[src/hdl/assert_macros.svh]
// Assertion macros for the RTL files of the gesture classifier.
`ifndef ASSERT_MACROS_SVH
`define ASSERT_MACROS_SVH

`ifndef SYNTHESIS
// Clocked assertion that is switched off while reset is asserted.
`define ASSERT_CLK(label, clk, rst_n, prop, msg) \
    label: assert property (@(posedge clk) disable iff (!(rst_n)) (prop)) else $error(msg);
// Clocked assertion that also holds during reset.
`define ASSERT_ALWAYS(label, clk, prop, msg) \
    label: assert property (@(posedge clk) (prop)) else $error(msg);
`else
`define ASSERT_CLK(label, clk, rst_n, prop, msg)
`define ASSERT_ALWAYS(label, clk, prop, msg)
`endif

`endif

[src/hdl/bcg_pkg.sv]
// Package with the codes and constants of the button click gesture classifier.
package bcg_pkg;

    // Item kinds carried on the input tuser.
    localparam logic [1:0] KIND_TICK    = 2'd0;
    localparam logic [1:0] KIND_PRESS   = 2'd1;
    localparam logic [1:0] KIND_RELEASE = 2'd2;

    // Gesture codes carried on the output tuser.
    typedef enum logic [1:0] {
        GEST_CLICK  = 2'd0,
        GEST_DOUBLE = 2'd1,
        GEST_LONG   = 2'd2
    } t_gesture;

    // Configuration registers.
    localparam int CFG_W = 32;
    localparam logic [0:0] CFG_HOLD_LIMIT   = 1'b0;
    localparam logic [0:0] CFG_DOUBLE_LIMIT = 1'b1;
    localparam logic [CFG_W-1:0] HOLD_LIMIT_RST   = 32'd500000;
    localparam logic [CFG_W-1:0] DOUBLE_LIMIT_RST = 32'd300000;

endpackage

[src/hdl/button_click_gesture_classifier_core.sv]
// Top level of the button click, double click and long press classifier.
//
// Items arrive as ticks, key presses or key releases and may be accepted in
// every cycle. An accepted item lands in an input register; when the output
// register is free or being taken, it is classified against the held and
// pending key state, the state is updated, and any gesture is written to the
// output register. The sustained rate is one item per clock while the output
// does not stall; the timer add and limit compare lie between the input and
// result registers. When the output register is full and not taken, the
// input register holds and the input stalls.
`include "assert_macros.svh"
module button_click_gesture_classifier_core
    import bcg_pkg::*;
#(
    parameter int KEY_BITS  = 5,
    parameter int TIME_BITS = 32
) (
    input  logic i_clk,
    input  logic i_rst_n,
    // Input stream.
    input  logic                                  i_s_tvalid,
    output logic                                  o_s_tready,
    // tdata fields from bit 0 up: key_code, elapsed, zero padding.
    input  logic [((KEY_BITS+TIME_BITS+7)/8)*8-1:0] i_s_tdata,
    // tuser fields: kind.
    input  logic [1:0]                            i_s_tuser,
    // Output stream.
    output logic                                  o_m_tvalid,
    input  logic                                  i_m_tready,
    // tdata fields from bit 0 up: gesture_key, zero padding.
    output logic [((KEY_BITS+7)/8)*8-1:0]         o_m_tdata,
    // tuser fields: gesture.
    output logic [1:0]                            o_m_tuser,
    // Configuration write port.
    input  logic                                  i_cfg_we,
    input  logic [0:0]                            i_cfg_idx,
    input  logic [CFG_W-1:0]                      i_cfg_data
);
    localparam int OUT_W = ((KEY_BITS + 7) / 8) * 8;

    // Configuration.
    logic [CFG_W-1:0] r_hold_limit;
    logic [CFG_W-1:0] r_double_limit;

    // Input stage.
    logic                 r_in_valid;
    logic [1:0]           r_in_kind;
    logic [KEY_BITS-1:0]  r_in_key;
    logic [TIME_BITS-1:0] r_in_elapsed;

    // Classifier state.
    logic [KEY_BITS-1:0]  r_held_key,     n_held_key;
    logic [TIME_BITS-1:0] r_hold_timer,   n_hold_timer;
    logic [KEY_BITS-1:0]  r_pending_key,  n_pending_key;
    logic                 r_window_open,  n_window_open;
    logic [TIME_BITS-1:0] r_window_timer, n_window_timer;

    // Output stage.
    logic                r_out_valid;
    t_gesture            r_out_gesture;
    logic [KEY_BITS-1:0] r_out_key;

    logic                 s1_adv;
    logic                 res_valid;
    t_gesture             res_gesture;
    logic [KEY_BITS-1:0]  res_key;
    logic [TIME_BITS-1:0] hold_sum;
    logic                 hold_over;
    logic [TIME_BITS-1:0] win_sum;
    logic                 win_over;
    logic                 long_fired;

    assign s1_adv     = r_in_valid && (!r_out_valid || i_m_tready);
    assign o_s_tready = !r_in_valid || s1_adv;
    assign o_m_tvalid = r_out_valid;
    assign o_m_tdata  = OUT_W'(r_out_key);
    assign o_m_tuser  = r_out_gesture;

    bcg_sat_timer #(.TIME_BITS(TIME_BITS)) u_hold_timer (
        .i_timer   (r_hold_timer),
        .i_elapsed (r_in_elapsed),
        .i_limit   (r_hold_limit),
        .o_sum     (hold_sum),
        .o_over    (hold_over)
    );

    bcg_sat_timer #(.TIME_BITS(TIME_BITS)) u_window_timer (
        .i_timer   (r_window_timer),
        .i_elapsed (r_in_elapsed),
        .i_limit   (r_double_limit),
        .o_sum     (win_sum),
        .o_over    (win_over)
    );

    always_comb begin
        n_held_key     = r_held_key;
        n_hold_timer   = r_hold_timer;
        n_pending_key  = r_pending_key;
        n_window_open  = r_window_open;
        n_window_timer = r_window_timer;
        res_valid      = 1'b0;
        res_gesture    = GEST_CLICK;
        res_key        = r_pending_key;
        long_fired     = 1'b0;
        case (r_in_kind)
            KIND_TICK: begin
                if (r_held_key != '0) begin
                    n_hold_timer = hold_sum;
                    if (hold_over) begin
                        long_fired     = 1'b1;
                        res_valid      = 1'b1;
                        res_gesture    = GEST_LONG;
                        res_key        = r_held_key;
                        n_held_key     = '0;
                        n_hold_timer   = '0;
                        n_pending_key  = '0;
                        n_window_open  = 1'b0;
                        n_window_timer = '0;
                    end
                end
                // A long press drops the pending click, so the window is not advanced.
                if (!long_fired && r_window_open && r_pending_key != '0) begin
                    n_window_timer = win_sum;
                    if (win_over) begin
                        res_valid      = 1'b1;
                        res_gesture    = GEST_CLICK;
                        res_key        = r_pending_key;
                        n_pending_key  = '0;
                        n_window_open  = 1'b0;
                        n_window_timer = '0;
                    end
                end
            end
            KIND_PRESS: begin
                if (r_in_key != '0) begin
                    if (r_pending_key == '0) begin
                        n_pending_key = r_in_key;
                    end else if (r_pending_key != r_in_key) begin
                        res_valid     = 1'b1;
                        res_gesture   = GEST_CLICK;
                        res_key       = r_pending_key;
                        n_pending_key = r_in_key;
                        n_window_open = 1'b0;
                    end else if (r_window_open) begin
                        res_valid     = 1'b1;
                        res_gesture   = GEST_DOUBLE;
                        res_key       = r_pending_key;
                        n_pending_key = '0;
                        n_window_open = 1'b0;
                    end
                    n_window_timer = '0;
                    n_held_key     = r_in_key;
                    n_hold_timer   = '0;
                end
            end
            KIND_RELEASE: begin
                if (r_in_key != '0) begin
                    if (r_in_key == r_held_key) begin
                        n_held_key   = '0;
                        n_hold_timer = '0;
                    end
                    if (r_in_key == r_pending_key) begin
                        if (r_window_open) begin
                            res_valid      = 1'b1;
                            res_gesture    = GEST_CLICK;
                            res_key        = r_in_key;
                            n_pending_key  = '0;
                            n_window_open  = 1'b0;
                            n_window_timer = '0;
                        end else begin
                            n_window_open  = 1'b1;
                            n_window_timer = '0;
                        end
                    end
                end
            end
            default: begin
            end
        endcase
    end

    always_ff @(posedge i_clk) begin
        if (!i_rst_n) begin
            r_hold_limit   <= HOLD_LIMIT_RST;
            r_double_limit <= DOUBLE_LIMIT_RST;
        end else if (i_cfg_we) begin
            case (i_cfg_idx)
                CFG_HOLD_LIMIT:   r_hold_limit   <= i_cfg_data;
                CFG_DOUBLE_LIMIT: r_double_limit <= i_cfg_data;
                default: begin
                end
            endcase
        end
    end

    always_ff @(posedge i_clk) begin
        if (!i_rst_n) begin
            r_in_valid     <= 1'b0;
            r_out_valid    <= 1'b0;
            r_held_key     <= '0;
            r_hold_timer   <= '0;
            r_pending_key  <= '0;
            r_window_open  <= 1'b0;
            r_window_timer <= '0;
        end else begin
            if (o_s_tready) begin
                r_in_valid <= i_s_tvalid;
            end
            if (s1_adv) begin
                r_out_valid    <= res_valid;
                r_held_key     <= n_held_key;
                r_hold_timer   <= n_hold_timer;
                r_pending_key  <= n_pending_key;
                r_window_open  <= n_window_open;
                r_window_timer <= n_window_timer;
            end else if (i_m_tready) begin
                r_out_valid <= 1'b0;
            end
        end
    end

    always_ff @(posedge i_clk) begin
        if (o_s_tready && i_s_tvalid) begin
            r_in_kind    <= i_s_tuser;
            r_in_key     <= i_s_tdata[KEY_BITS-1:0];
            r_in_elapsed <= i_s_tdata[KEY_BITS +: TIME_BITS];
        end
        if (s1_adv && res_valid) begin
            r_out_gesture <= res_gesture;
            r_out_key     <= res_key;
        end
    end

    // A key that is not held never carries hold time.
    `ASSERT_CLK(a_hold_idle, i_clk, i_rst_n, (r_held_key == '0) |-> (r_hold_timer == '0), "hold timer runs without a held key")
    // An open window always belongs to a pending key.
    `ASSERT_CLK(a_window_key, i_clk, i_rst_n, r_window_open |-> (r_pending_key != '0), "window open without a pending key")
    // The window timer only counts while the window is open.
    `ASSERT_CLK(a_window_idle, i_clk, i_rst_n, !r_window_open |-> (r_window_timer == '0), "window timer runs while closed")
    // An item in the input stage is never lost while the output stalls.
    `ASSERT_CLK(a_in_hold, i_clk, i_rst_n, (r_in_valid && !s1_adv) |=> r_in_valid, "input stage item dropped during stall")

endmodule

[src/hdl/bcg_sat_timer.sv]
// Saturating timer advance with a compare against its limit.
module bcg_sat_timer
    import bcg_pkg::*;
#(
    parameter int TIME_BITS = 32
) (
    input  logic [TIME_BITS-1:0] i_timer,
    input  logic [TIME_BITS-1:0] i_elapsed,
    input  logic [CFG_W-1:0]     i_limit,
    output logic [TIME_BITS-1:0] o_sum,
    output logic                 o_over
);
    localparam int CMP_W = (TIME_BITS > CFG_W) ? TIME_BITS : CFG_W;

    logic [TIME_BITS:0] full;

    assign full   = {1'b0, i_timer} + {1'b0, i_elapsed};
    assign o_sum  = full[TIME_BITS] ? {TIME_BITS{1'b1}} : full[TIME_BITS-1:0];
    assign o_over = CMP_W'(o_sum) > CMP_W'(i_limit);

endmodule
[config.mk]
export PLATFORM = sky130hd
export DESIGN_NAME = button_click_gesture_classifier_core
export DESIGN_NICKNAME = d
export VERILOG_FILES = /design/src/hdl/bcg_pkg.sv /design/src/hdl/button_click_gesture_classifier_core.sv /design/src/hdl/bcg_sat_timer.sv
export VERILOG_INCLUDE_DIRS = /design/src /design/src/hdl
export SDC_FILE = /design/constraint.sdc
export NUM_CORES = 1
export LEC_CHECK = 0
export ABC_CLOCK_PERIOD_IN_PS = 6500
export BUFFER_PORTS_ARGS = -buffer_cell sky130_fd_sc_hd__buf_2
export CORE_MARGIN = 10
export CORE_UTILIZATION = 58
export CTS_CLUSTER_DIAMETER = 100
export DETAILED_ROUTE_END_ITERATION = 10
export HOLD_SLACK_MARGIN = 0.06
export PLACE_DENSITY = 0.81
export SLEW_MARGIN = 20
export SYNTH_ARGS = -nofsm -noshare
export SYNTH_HDL_FRONTEND = slang
export SYNTH_SLANG_ARGS = --single-unit
[constraint.sdc]
create_clock -name i_clk -period 6.5 [get_ports i_clk]
set_clock_uncertainty 0.15 [all_clocks]
set_input_delay 0.975 -clock i_clk [delete_from_list [all_inputs] [get_ports i_clk]]
set_output_delay 0.975 -clock i_clk [all_outputs]
set_load 0.03 [all_outputs]
==> flow_metrics.tcl, run 1 <==
set metrics [dict create \
    chipWidth_um 163 \
    io_pins 92 \
    cts_tree "yes" \
    place_congestion 0.911 \
    cp.required_ns 6.69 \
    finalSetupTns_ns 0 \
    synth_cell_types 69 \
    core-area_um2 20200 \
    setup_viol 0 \
    cts_buffers 17 \
    grt_setup_unrepaired "no" \
    cts_num_sinks 187 \
    synthFlopType "dfxtp_1" \
    place_worst_setup_slack_ns 0.458 \
    maxCapViolCount 0 \
    grt_max_degree 62 \
    synth_top_area_frac 0.237 \
    mostFrequentLayoutCell "nand2_1" \
    hold_class "register to register" \
    final-max-slew-violation-count 0 \
    synthCells 1425 \
    worstSetupPathDepth 23 \
    setup_ws_ns 0.307 \
    worstPathMaxFanout 23 \
    fmax_mhz 161 \
    fin_crit_sh 0.953 \
    track_usage 0.241 \
    grt_pass1_vias 10300 \
    vias_per_cell 5.99 \
    die-height_um 163 \
    wl_um 32600 \
    grt_overflow_total 0 \
    drcViolationCount 0 \
    cts_resized 0 \
    ctsHoldBuffers 0 \
    p_leak_uw 0.00584 \
    drtIter0Drc 766 \
    clk_latency_ns 0.45 \
    rr_worst_depth 23 \
    dpl.hpwl_um 24800 \
    relSlewSlack 0.271 \
    dieArea_um2 26700 \
    final_antenna_net_count 0 \
    dp_cells 1747 \
    grt_antenna_before_repair 0 \
    fin_cells 1779 \
    synth_seq_cells 187 \
    worst_ir_drop_vdd_v 0.000171 \
    firstDrtPassIters 6 \
    tightest_slew_ns 1.09 \
    area_growth_pct 11.2 \
    end_kind "register" \
    nets 1710 \
    crit_slowest_cell "nor4_1" \
    drt-wirelength-per-cell_um 18.3 \
    cts_setup_buffers 0 \
    start_util 0.589 \
    period_needed_ns 6.19 \
    nFillCells 1720 \
    yosys_warnings 0 \
    synth.avg_cell_area_um2 8.36 \
    path_clk_slew_ns 0.08 \
    synth_area_leaders "dfxtp_1 (24%), ha_1 (14%), edfxtp_1 (12%)" \
    syn_area_um2 11900 \
    cp_common_cell "buf_4" \
    hold_violations 0 \
    io_buffers 85 \
    power_density_nw_per_um2 201 \
    p_total_uw 2660 \
    grt_pass1_wl_um 51900 \
    cts_root_buf "clkbuf_16" \
    crit_chain "ha_1, fa_1, a21o_1, a221o_1, a21oi_2, o21ai_2, o31ai_4, o31a_4, o21a_4, nand2_1, ha_1, nand4_1, nor4_1, a21boi_0, a2111oi_0, buf_4, o211ai_1, nand2_1, nand4_1, buf_4, nor2_1, buf_4, a32o_1" \
    drive_gt1_frac 0.105 \
    path_buf_inv 3 \
    layout_common_cells "nand2_1 (245), a21oi_1 (166), dfxtp_1 (141)" \
    synth_edf_count 46 \
    start_kind "register" \
    slowest_delay_ns 0.45 \
    cp.arrival_ns 6.39 \
    outcome "completed" \
    num_vias 10600 \
    num_rows 52 \
    htreeDepth 4 \
    path_class "register to register" \
    yosysTopAreaCell "dfxtp_1" \
    clk_path_buf_depth 2 \
    hold_path_depth 2 \
    crit_family "compound AO/OA/AOI/OAI gates" \
    n_antenna_cell 0 \
    synthArstFlopShare 0 \
    ys_seq_area_frac 0.353 \
]
-- cells by family after synthesis --
logic type | after synthesis | synth area share
buffers and inverters | 150 | 0.0496
multiplexers | 3 | 0.00263
AO/OA/AOI/OAI | 442 | 0.241
adder cells (fa/ha/maj) | 134 | 0.142
other | 1 | 0.000315
AND/OR/NAND/NOR | 451 | 0.169
XOR/XNOR | 57 | 0.0419
flip-flops | 187 | 0.353
-- routing by layer --
metal	routed length, um	share of wire	vias up	track usage
li1	-	-	5229	-
met1	14000	0.43	4999	0.300
met5	0	0	-	0
met2	15800	0.49	350	0.413
met4	969	0.030	0	0.0939
met3	1780	0.055	70	0.0350
-- worst register-to-register path, stage by stage, from the launching register on --
cell and delay, ns:
edfxtp_1 0.41, ha_1 0.29, fa_1 0.43, a21o_1 0.22, a221o_1 0.37, a21oi_2 0.24
o21ai_2 0.15, o31ai_4 0.35, o31a_4 0.21, o21a_4 0.34, nand2_1 0.15, ha_1 0.33
nand4_1 0.21, nor4_1 0.45, a21boi_0 0.22, a2111oi_0 0.09, buf_4 0.17, o211ai_1 0.24
nand2_1 0.20, nand4_1 0.20, buf_4 0.23, nor2_1 0.06, buf_4 0.19, a32o_1 0.19
-- cells in the mapped netlist (3+ instances only) --
library cell,n
o2111ai_1,4
a21oi_1,166
nand3_1,39
a211o_1,4
o21a_1,17
nor4_1,3
buf_2,7
inv_1,89
buf_1,3
a2111oi_0,4
nor3_1,19
a221o_1,5
a22oi_1,4
clkbuf_1,45
nand2_1,245
nand4_1,15
o31ai_1,9
buf_4,5
nand2b_1,20
o211a_1,4
or2_2,3
and2_1,13
a21boi_0,4
nor2_1,58
o211ai_1,24
ha_1,132
o21ai_1,9
xnor2_1,33
a211oi_1,12
dfxtp_1,141
o21bai_1,8
a21o_1,57
a22o_1,30
and3_1,14
xor2_1,24
o21ai_0,48
edfxtp_1,46
a31oi_1,13
nor2b_1,10
-- power by group --
part / leakage [uW] / internal, uW / switching, uW
registers: 0.00159 / 1230 / 28.1
clock network: 0.000279 / 529 / 505
logic: 0.00396 / 142 / 230
-- worst paths after layout --
kind | start | end | slack, ns
worst max-delay path | r_in_elapsed[0]$_DFFE_PP_ | r_window_timer[30]$_SDFFE_PN0P_ | 0.31
worst min-delay path | r_window_timer[19]$_SDFFE_PN0P_ | r_window_timer[19]$_SDFFE_PN0P_ | 0.31
worst max register to register | r_in_elapsed[0]$_DFFE_PP_ | r_window_timer[30]$_SDFFE_PN0P_ | 0.31
worst min register to register | r_window_timer[19]$_SDFFE_PN0P_ | r_window_timer[19]$_SDFFE_PN0P_ | 0.31
-- per-stage QoR --
stage	instance area [um2]	hold slack, ns	util
2_1_floorplan	11900	0.279	-
3_3_place_gp	12700	0.291	0.626
3_5_place_dp	12700	0.296	0.626
4_1_cts	13200	0.306	0.655
5_1_grt	13200	0.326	0.655
6_report	13200	0.307	0.655
-- flip-flops by register name (all words and copies together), names as in the netlist, 2 cells and up --
signal and flops:
r_double_limit 32, r_hold_limit 32, r_hold_timer 32, r_in_elapsed 32, r_window_timer 32, r_held_key 5, r_in_key 5, r_out_key 5
r_pending_key 5, o_m_tuser 2, r_in_kind 2
-- cell type report --
class,count,area [um2],share of cell area
Multi-Input combinational cell,1090,7140,0.539
Tap cell,270,338,0.0255
Timing Repair Buffer,110,638,0.0482
Clock buffer,19,454,0.0343
Clock inverter,13,128,0.00964
Inverter,90,338,0.0255
Sequential cell,187,4200,0.317
(Power assumes the default switching activity.)
==> run 2: changes to the inputs <==
--- a/config.mk
+++ b/config.mk
@@ -12,6 +12,7 @@
 export CORE_UTILIZATION = 58
 export CTS_CLUSTER_DIAMETER = 100
 export DETAILED_ROUTE_END_ITERATION = 10
+export GPL_TIMING_DRIVEN = 0
 export HOLD_SLACK_MARGIN = 0.06
 export PLACE_DENSITY = 0.81
 export SLEW_MARGIN = 20
==> run 2 against run 1 <==
Compared with the run above:
- critical path depth is 1 lower
- sequential share of layout area is 0.52 points lower
- global-route usage is 2.0 points higher
- cell count is 2.2% higher
- clock-buffer cell count stayed put
- combinational power is 8.4% higher
- utilization is 1.1 points higher
- register-to-register slack worse by 0.19 ns
- hold slack better by 0.0021 ns
- largest power group unchanged
==> flow_metrics.tcl, run 2 (synthesized netlist as in run 1, its figures left out) <==
set metrics [dict create \
    tightest_slew_ns 0.727 \
    slowest_delay_ns 0.49 \
    cp.arrival_ns 6.62 \
    fmax_mhz 157 \
    cts_buffers 17 \
    r2r-start "r_in_elapsed[0]$_DFFE_PP_" \
    n_antenna_cell 0 \
    place_congestion 0.980 \
    area_growth_pct 13.0 \
    hold_class "register to register" \
    path_class "register to register" \
    cp.required_ns 6.74 \
    crit_slowest_cell "a2111oi_4" \
    cts_num_sinks 187 \
    setup_ws_ns 0.117 \
    power_density_nw_per_um2 205 \
    io_buffers 85 \
    nFillCells 1675 \
    min_from "r_double_limit[29]$_SDFFE_PN0P_" \
    htreeDepth 4 \
    grt_pass1_vias 10800 \
    final_antenna_net_count 0 \
    start_util 0.589 \
    mostFrequentLayoutCell "nand2_1" \
    dieArea_um2 26700 \
    drive_gt1_frac 0.105 \
    dpl.hpwl_um 27300 \
    vias_per_cell 6.06 \
    hold_violations 0 \
    num_rows 52 \
    grt_antenna_before_repair 0 \
    maxCapViolCount 0 \
    end_kind "register" \
    start_kind "register" \
    num_vias 11000 \
    drcViolationCount 0 \
    setup_viol 0 \
    wl_um 35200 \
    track_usage 0.261 \
    grt_max_degree 28 \
    firstDrtPassIters 5 \
    relSlewSlack 0.512 \
    startpoint "r_in_elapsed[0]$_DFFE_PP_" \
    final-max-slew-violation-count 0 \
    outcome "completed" \
    p_leak_uw 0.00590 \
    layout_common_cells "nand2_1 (244), a21oi_1 (166), dfxtp_1 (141)" \
    grt_overflow_total 0 \
    cts_root_buf "clkbuf_16" \
    core-area_um2 20200 \
    io_pins 92 \
    clk_path_buf_depth 2 \
    path_clk_slew_ns 0.08 \
    cts_tree "yes" \
    path_buf_inv 3 \
    period_needed_ns 6.38 \
    fin_crit_sh 0.982 \
    crit_chain "ha_1, fa_1, a21o_1, a221o_1, a21oi_2, o21ai_2, o31ai_4, o31a_4, o21a_4, buf_4, nand2_1, ha_1, a21o_1, a21oi_1, o21ai_0, a2111oi_4, buf_4, o211a_1, nor2_1, nor4b_4, clkbuf_2, a22o_1" \
    worst_ir_drop_vdd_v 0.000175 \
    grt_pass1_wl_um 55600 \
    crit_family "compound AO/OA/AOI/OAI gates" \
    drtIter0Drc 1171 \
    nets 1750 \
    drt-wirelength-per-cell_um 19.3 \
    ctsHoldBuffers 0 \
    chipWidth_um 163 \
    clk_latency_ns 0.45 \
    die-height_um 163 \
    worstPathMaxFanout 10 \
    place_worst_setup_slack_ns -0.598 \
    p_total_uw 2760 \
]
## run 2: cell count changes in the layout (fill, tap and decap cells not counted), moves of 3 or more
cell       change
clkbuf_1      +38
buf_2          +5
a2111oi_0      -3
clkbuf_4       +3
buf_1          +3
buf_4         -14
clkbuf_2       +4
inv_8          +3
## run 2: layer usage
metal,global-route usage,share of wire,vias to the layer above
met1,0.331,0.43,5162
met5,0,0,-
met4,0.100,0.036,0
met2,0.435,0.47,453
met3,0.0428,0.063,83
li1,-,-,5322
## run 2: repair_timing
action | in CTS | in global routing
resized for setup | 11 | 18
endpoints found under the setup margin | 81 | 79
pin swaps | 1 | 5
setup buffers | 0 | 5
## run 2: per-stage QoR
stage	cells	util	instance area, um2	hold slack, ns	setup TNS [ns]
after floorplan	1427	-	11900	0.279	0
after global placement	1782	0.627	12700	0.293	-24.80
after detailed placement	1783	0.628	12700	0.296	-31.59
after CTS	1815	0.660	13400	0.306	0
after global routing	1819	0.665	13500	0.325	-1.13
final	1819	0.665	13500	0.309	0
## run 2: worst paths after layout
kind,cells past startpoint,end,slack [ns]
worst max-delay path,22,r_hold_timer[24]$_SDFFE_PN0P_,0.12
worst min-delay path,2,r_double_limit[29]$_SDFFE_PN0P_,0.31
worst max register to register,22,r_hold_timer[24]$_SDFFE_PN0P_,0.12
worst min register to register,2,r_double_limit[29]$_SDFFE_PN0P_,0.31
## run 2: power by group
part	leakage (uW)	internal [uW]	switching [uW]
Sequential	0.00159	1230	26.6
Combinational	0.00400	149	253
Clock	0.000301	581	517
## run 2: cell type report
type	instances	area (um2)	share of cell area
Sequential cell	187	4200	0.312
Clock inverter	13	150	0.0112
Clock buffer	19	464	0.0345
Inverter	90	338	0.0251
Timing Repair Buffer	91	495	0.0368
Tap cell	270	338	0.0251
Buffer	59	263	0.0195
Multi-Input combinational cell	1090	7210	0.536
## run 2: tightest hold or removal path, delay by kind of cell, from the launching register on
family           cells  cell delay [ns]
AO/OA/AOI/OAI        1             0.05
AND/OR/NAND/NOR      1             0.05
flip-flops           1             0.31
==> run 3: changes to the inputs <==
--- a/config.mk
+++ b/config.mk
@@ -9,12 +9,13 @@
 export ABC_CLOCK_PERIOD_IN_PS = 6500
 export BUFFER_PORTS_ARGS = -buffer_cell sky130_fd_sc_hd__buf_2
 export CORE_MARGIN = 10
-export CORE_UTILIZATION = 58
+export CORE_UTILIZATION = 30
 export CTS_CLUSTER_DIAMETER = 100
 export DETAILED_ROUTE_END_ITERATION = 10
 export GPL_TIMING_DRIVEN = 0
 export HOLD_SLACK_MARGIN = 0.06
-export PLACE_DENSITY = 0.81
+export MAX_ROUTING_LAYER = met4
+export PLACE_DENSITY = 0.5
 export SLEW_MARGIN = 20
 export SYNTH_ARGS = -nofsm -noshare
 export SYNTH_HDL_FRONTEND = slang
==> run 3 against run 2 <==
Compared with the run above:
- global-route usage decreased by 9.9 points
- die area increased by 80%
- sequential power about the same
- non-clock buffer count increased by 3
- sequential cell count unchanged
- cell count increased by 14%
- first-iteration DRC count decreased by 43%
- critical endpoint is now o_m_tuser[0]$_DFFE_PP_
- largest cell class unchanged
==> flow_metrics.tcl, run 3 (synthesized netlist as in run 1, its figures left out) <==
set metrics [dict create \
    outcome "completed" \
    tightest_slew_ns 0.808 \
    period_needed_ns 6.23 \
    grt_max_degree 40 \
    post-route-util 0.355 \
    p_sw_uw 799 \
    rr_worst_depth 21 \
    grt_antenna_before_repair 0 \
    drcViolationCount 0 \
    r2r-end "o_m_tuser[0]$_DFFE_PP_" \
    grt_pass1_wl_um 58300 \
    final-max-slew-violation-count 0 \
    dieArea_um2 48100 \
    relSlewSlack 0.461 \
    top_usage_layer "met2" \
    mostFrequentLayoutCell "nand2_1" \
    n_antenna_cell 0 \
    p_leak_uw 0.00592 \
    ctsHoldBuffers 0 \
    min_from "r_window_timer[9]$_SDFFE_PN0P_" \
    crit_slowest_cell "edfxtp_1" \
    worstPathMaxFanout 10 \
    end_kind "register" \
    swShare 0.288 \
    layout_common_cells "nand2_1 (244), a21oi_1 (165), dfxtp_1 (141)" \
    maxCapViolCount 0 \
    crit_chain "ha_1, fa_1, a21o_1, a221o_1, a21oi_2, o21ai_2, o31ai_4, o31a_4, o21a_4, buf_6, o21ai_1, ha_1, nand3_1, nor4_4, a21boi_2, a2111oi_4, o211a_1, nor3_1, o21ai_0, a21boi_4, buf_12" \
    clk_latency_ns 0.46 \
    design_area_um2 13800 \
    track_usage 0.162 \
    p_seq_frac 0.451 \
    fin_crit_sh 0.958 \
    clk_path_buf_depth 2 \
    cts_tree "yes" \
    grt_pass1_vias 10100 \
    fmax_mhz 161 \
    fin_cells 2070 \
    path_class "register to register" \
    cp.arrival_ns 6.25 \
    final_antenna_net_count 0 \
    die-height_um 219 \
    slowest_delay_ns 0.47 \
    use_met2 0.262 \
    chipWidth_um 219 \
    hold_violations 0 \
    grt_overflow_total 0 \
    dp_cells 2030 \
    worst_ir_drop_vdd_v 0.000113 \
    core-area_um2 38900 \
    firstDrtPassIters 5 \
    met3_usage 0.0230 \
    htreeDepth 4 \
    holdPathEnd "r_window_timer[9]$_SDFFE_PN0P_" \
    p_comb_frac 0.144 \
    grt_use_met1 0.208 \
    regToRegSetupSlack_ns 0.27 \
    cp_common_cell "ha_1" \
    place_congestion 0.853 \
    setup_viol 0 \
    r2r-start "r_in_elapsed[0]$_DFFE_PP_" \
    cts_root_buf "clkbuf_16" \
    cp.required_ns 6.52 \
    drtIter0Drc 665 \
    num_rows 72 \
    drt-wirelength-per-cell_um 18.4 \
    regArea_um2 4200 \
    clkPwrFrac 0.405 \
    hold_class "register to register" \
    nFillCells 4141 \
    io_pins 92 \
    power_density_nw_per_um2 201 \
    multiInputGateArea_um2 7230 \
    nets 1753 \
    placed_area_um2 13000 \
    finalSetupTns_ns 0 \
    cts_buffers 17 \
    path_clk_slew_ns 0.08 \
    start_kind "register" \
    hold_path_depth 2 \
    p_int_uw 1980 \
    num_vias 10400 \
    start_util 0.306 \
    area_growth_pct 16.0 \
    drive_gt1_frac 0.111 \
    cts_num_sinks 187 \
    vias_per_cell 5.04 \
    dpl.hpwl_um 30600 \
    io_buffers 85 \
    wl_um 38000 \
]
[run 3: changes by cell type in the layout (fill, tap and decap cells not counted), moves of 2 or more]
cell and change:
buf_2 -2, nor2_1 -2, inv_8 -5, clkinv_4 -2, buf_4 +4, nor2_2 +2
inv_6 +7
[run 3: power by group through the flow]
stage	registers (uW)	clock network [uW]	logic, uW
after CTS	1260	1150	398
after floorplan	1270	0	258
after global routing	1260	1200	451
final	1260	1130	399
after detailed placement	1280	0	387
after global placement	1280	0	380
[run 3: critical path, delay by kind of cell (launching register included)]
family	cells	cell delay [ns]
and+or+nand+nor	3	0.85
DFF	1	0.47
adders and majority gates	3	1.07
AOI/OAI and AO/OA	13	3.04
buffers and inverters	2	0.35
[run 3: metrics by stage]
step | power [uW] | setup slack [ns] | hold slack [ns]
5_1_grt | 2910 | -0.0145 | 0.329
3_5_place_dp | 1670 | -0.740 | 0.298
3_3_place_gp | 1660 | -1.02 | 0.292
4_1_cts | 2800 | 0.00969 | 0.309
2_1_floorplan | 1530 | 1.03 | 0.279
6_report | 2780 | 0.270 | 0.307
[run 3: layout make-up]
cell class                      count  area share
Multi-Input combinational cell   1090       0.523
Sequential cell                   187       0.304
Tap cell                          518      0.0469
Timing Repair Buffer               94      0.0366
Clock buffer                       18      0.0326
Inverter                           90      0.0245
Buffer                             59      0.0197
Clock inverter                     14      0.0122
[run 3: how the worst max path moves through the flow]
stage / startpoint / to / slack [ns] / cells after the start
after floorplan: r_in_elapsed[0]$_DFFE_PP_ / o_m_tuser[0]$_DFFE_PP_ / 1.03 / 20
after global placement: r_in_elapsed[0]$_DFFE_PP_ / r_out_key[2]$_DFFE_PP_ / -1.02 / 20
after detailed placement: r_in_elapsed[0]$_DFFE_PP_ / r_hold_timer[25]$_SDFFE_PN0P_ / -0.74 / 22
after CTS: r_in_elapsed[0]$_DFFE_PP_ / o_m_tuser[0]$_DFFE_PP_ / 0.01 / 22
after global routing: r_in_elapsed[0]$_DFFE_PP_ / o_m_tuser[0]$_DFFE_PP_ / -0.01 / 21
final: r_in_elapsed[0]$_DFFE_PP_ / o_m_tuser[0]$_DFFE_PP_ / 0.27 / 21
[run 3: routing by layer]
layer	vias to the layer above	wire length [um]
met5	-	0
met4	0	720
met3	24	1020
met2	154	18200
met1	4914	18100
li1	5339	-
[run 3: repair_timing]
action | 4_1_cts | 5_1_grt
endpoints found under the setup margin | 83 | 79
hold endpoints to repair | 0 | 0
buffers inserted | 3 | 6
pin swaps | 4 | 7
gates cloned | 0 | 0
resized for setup | 19 | 18
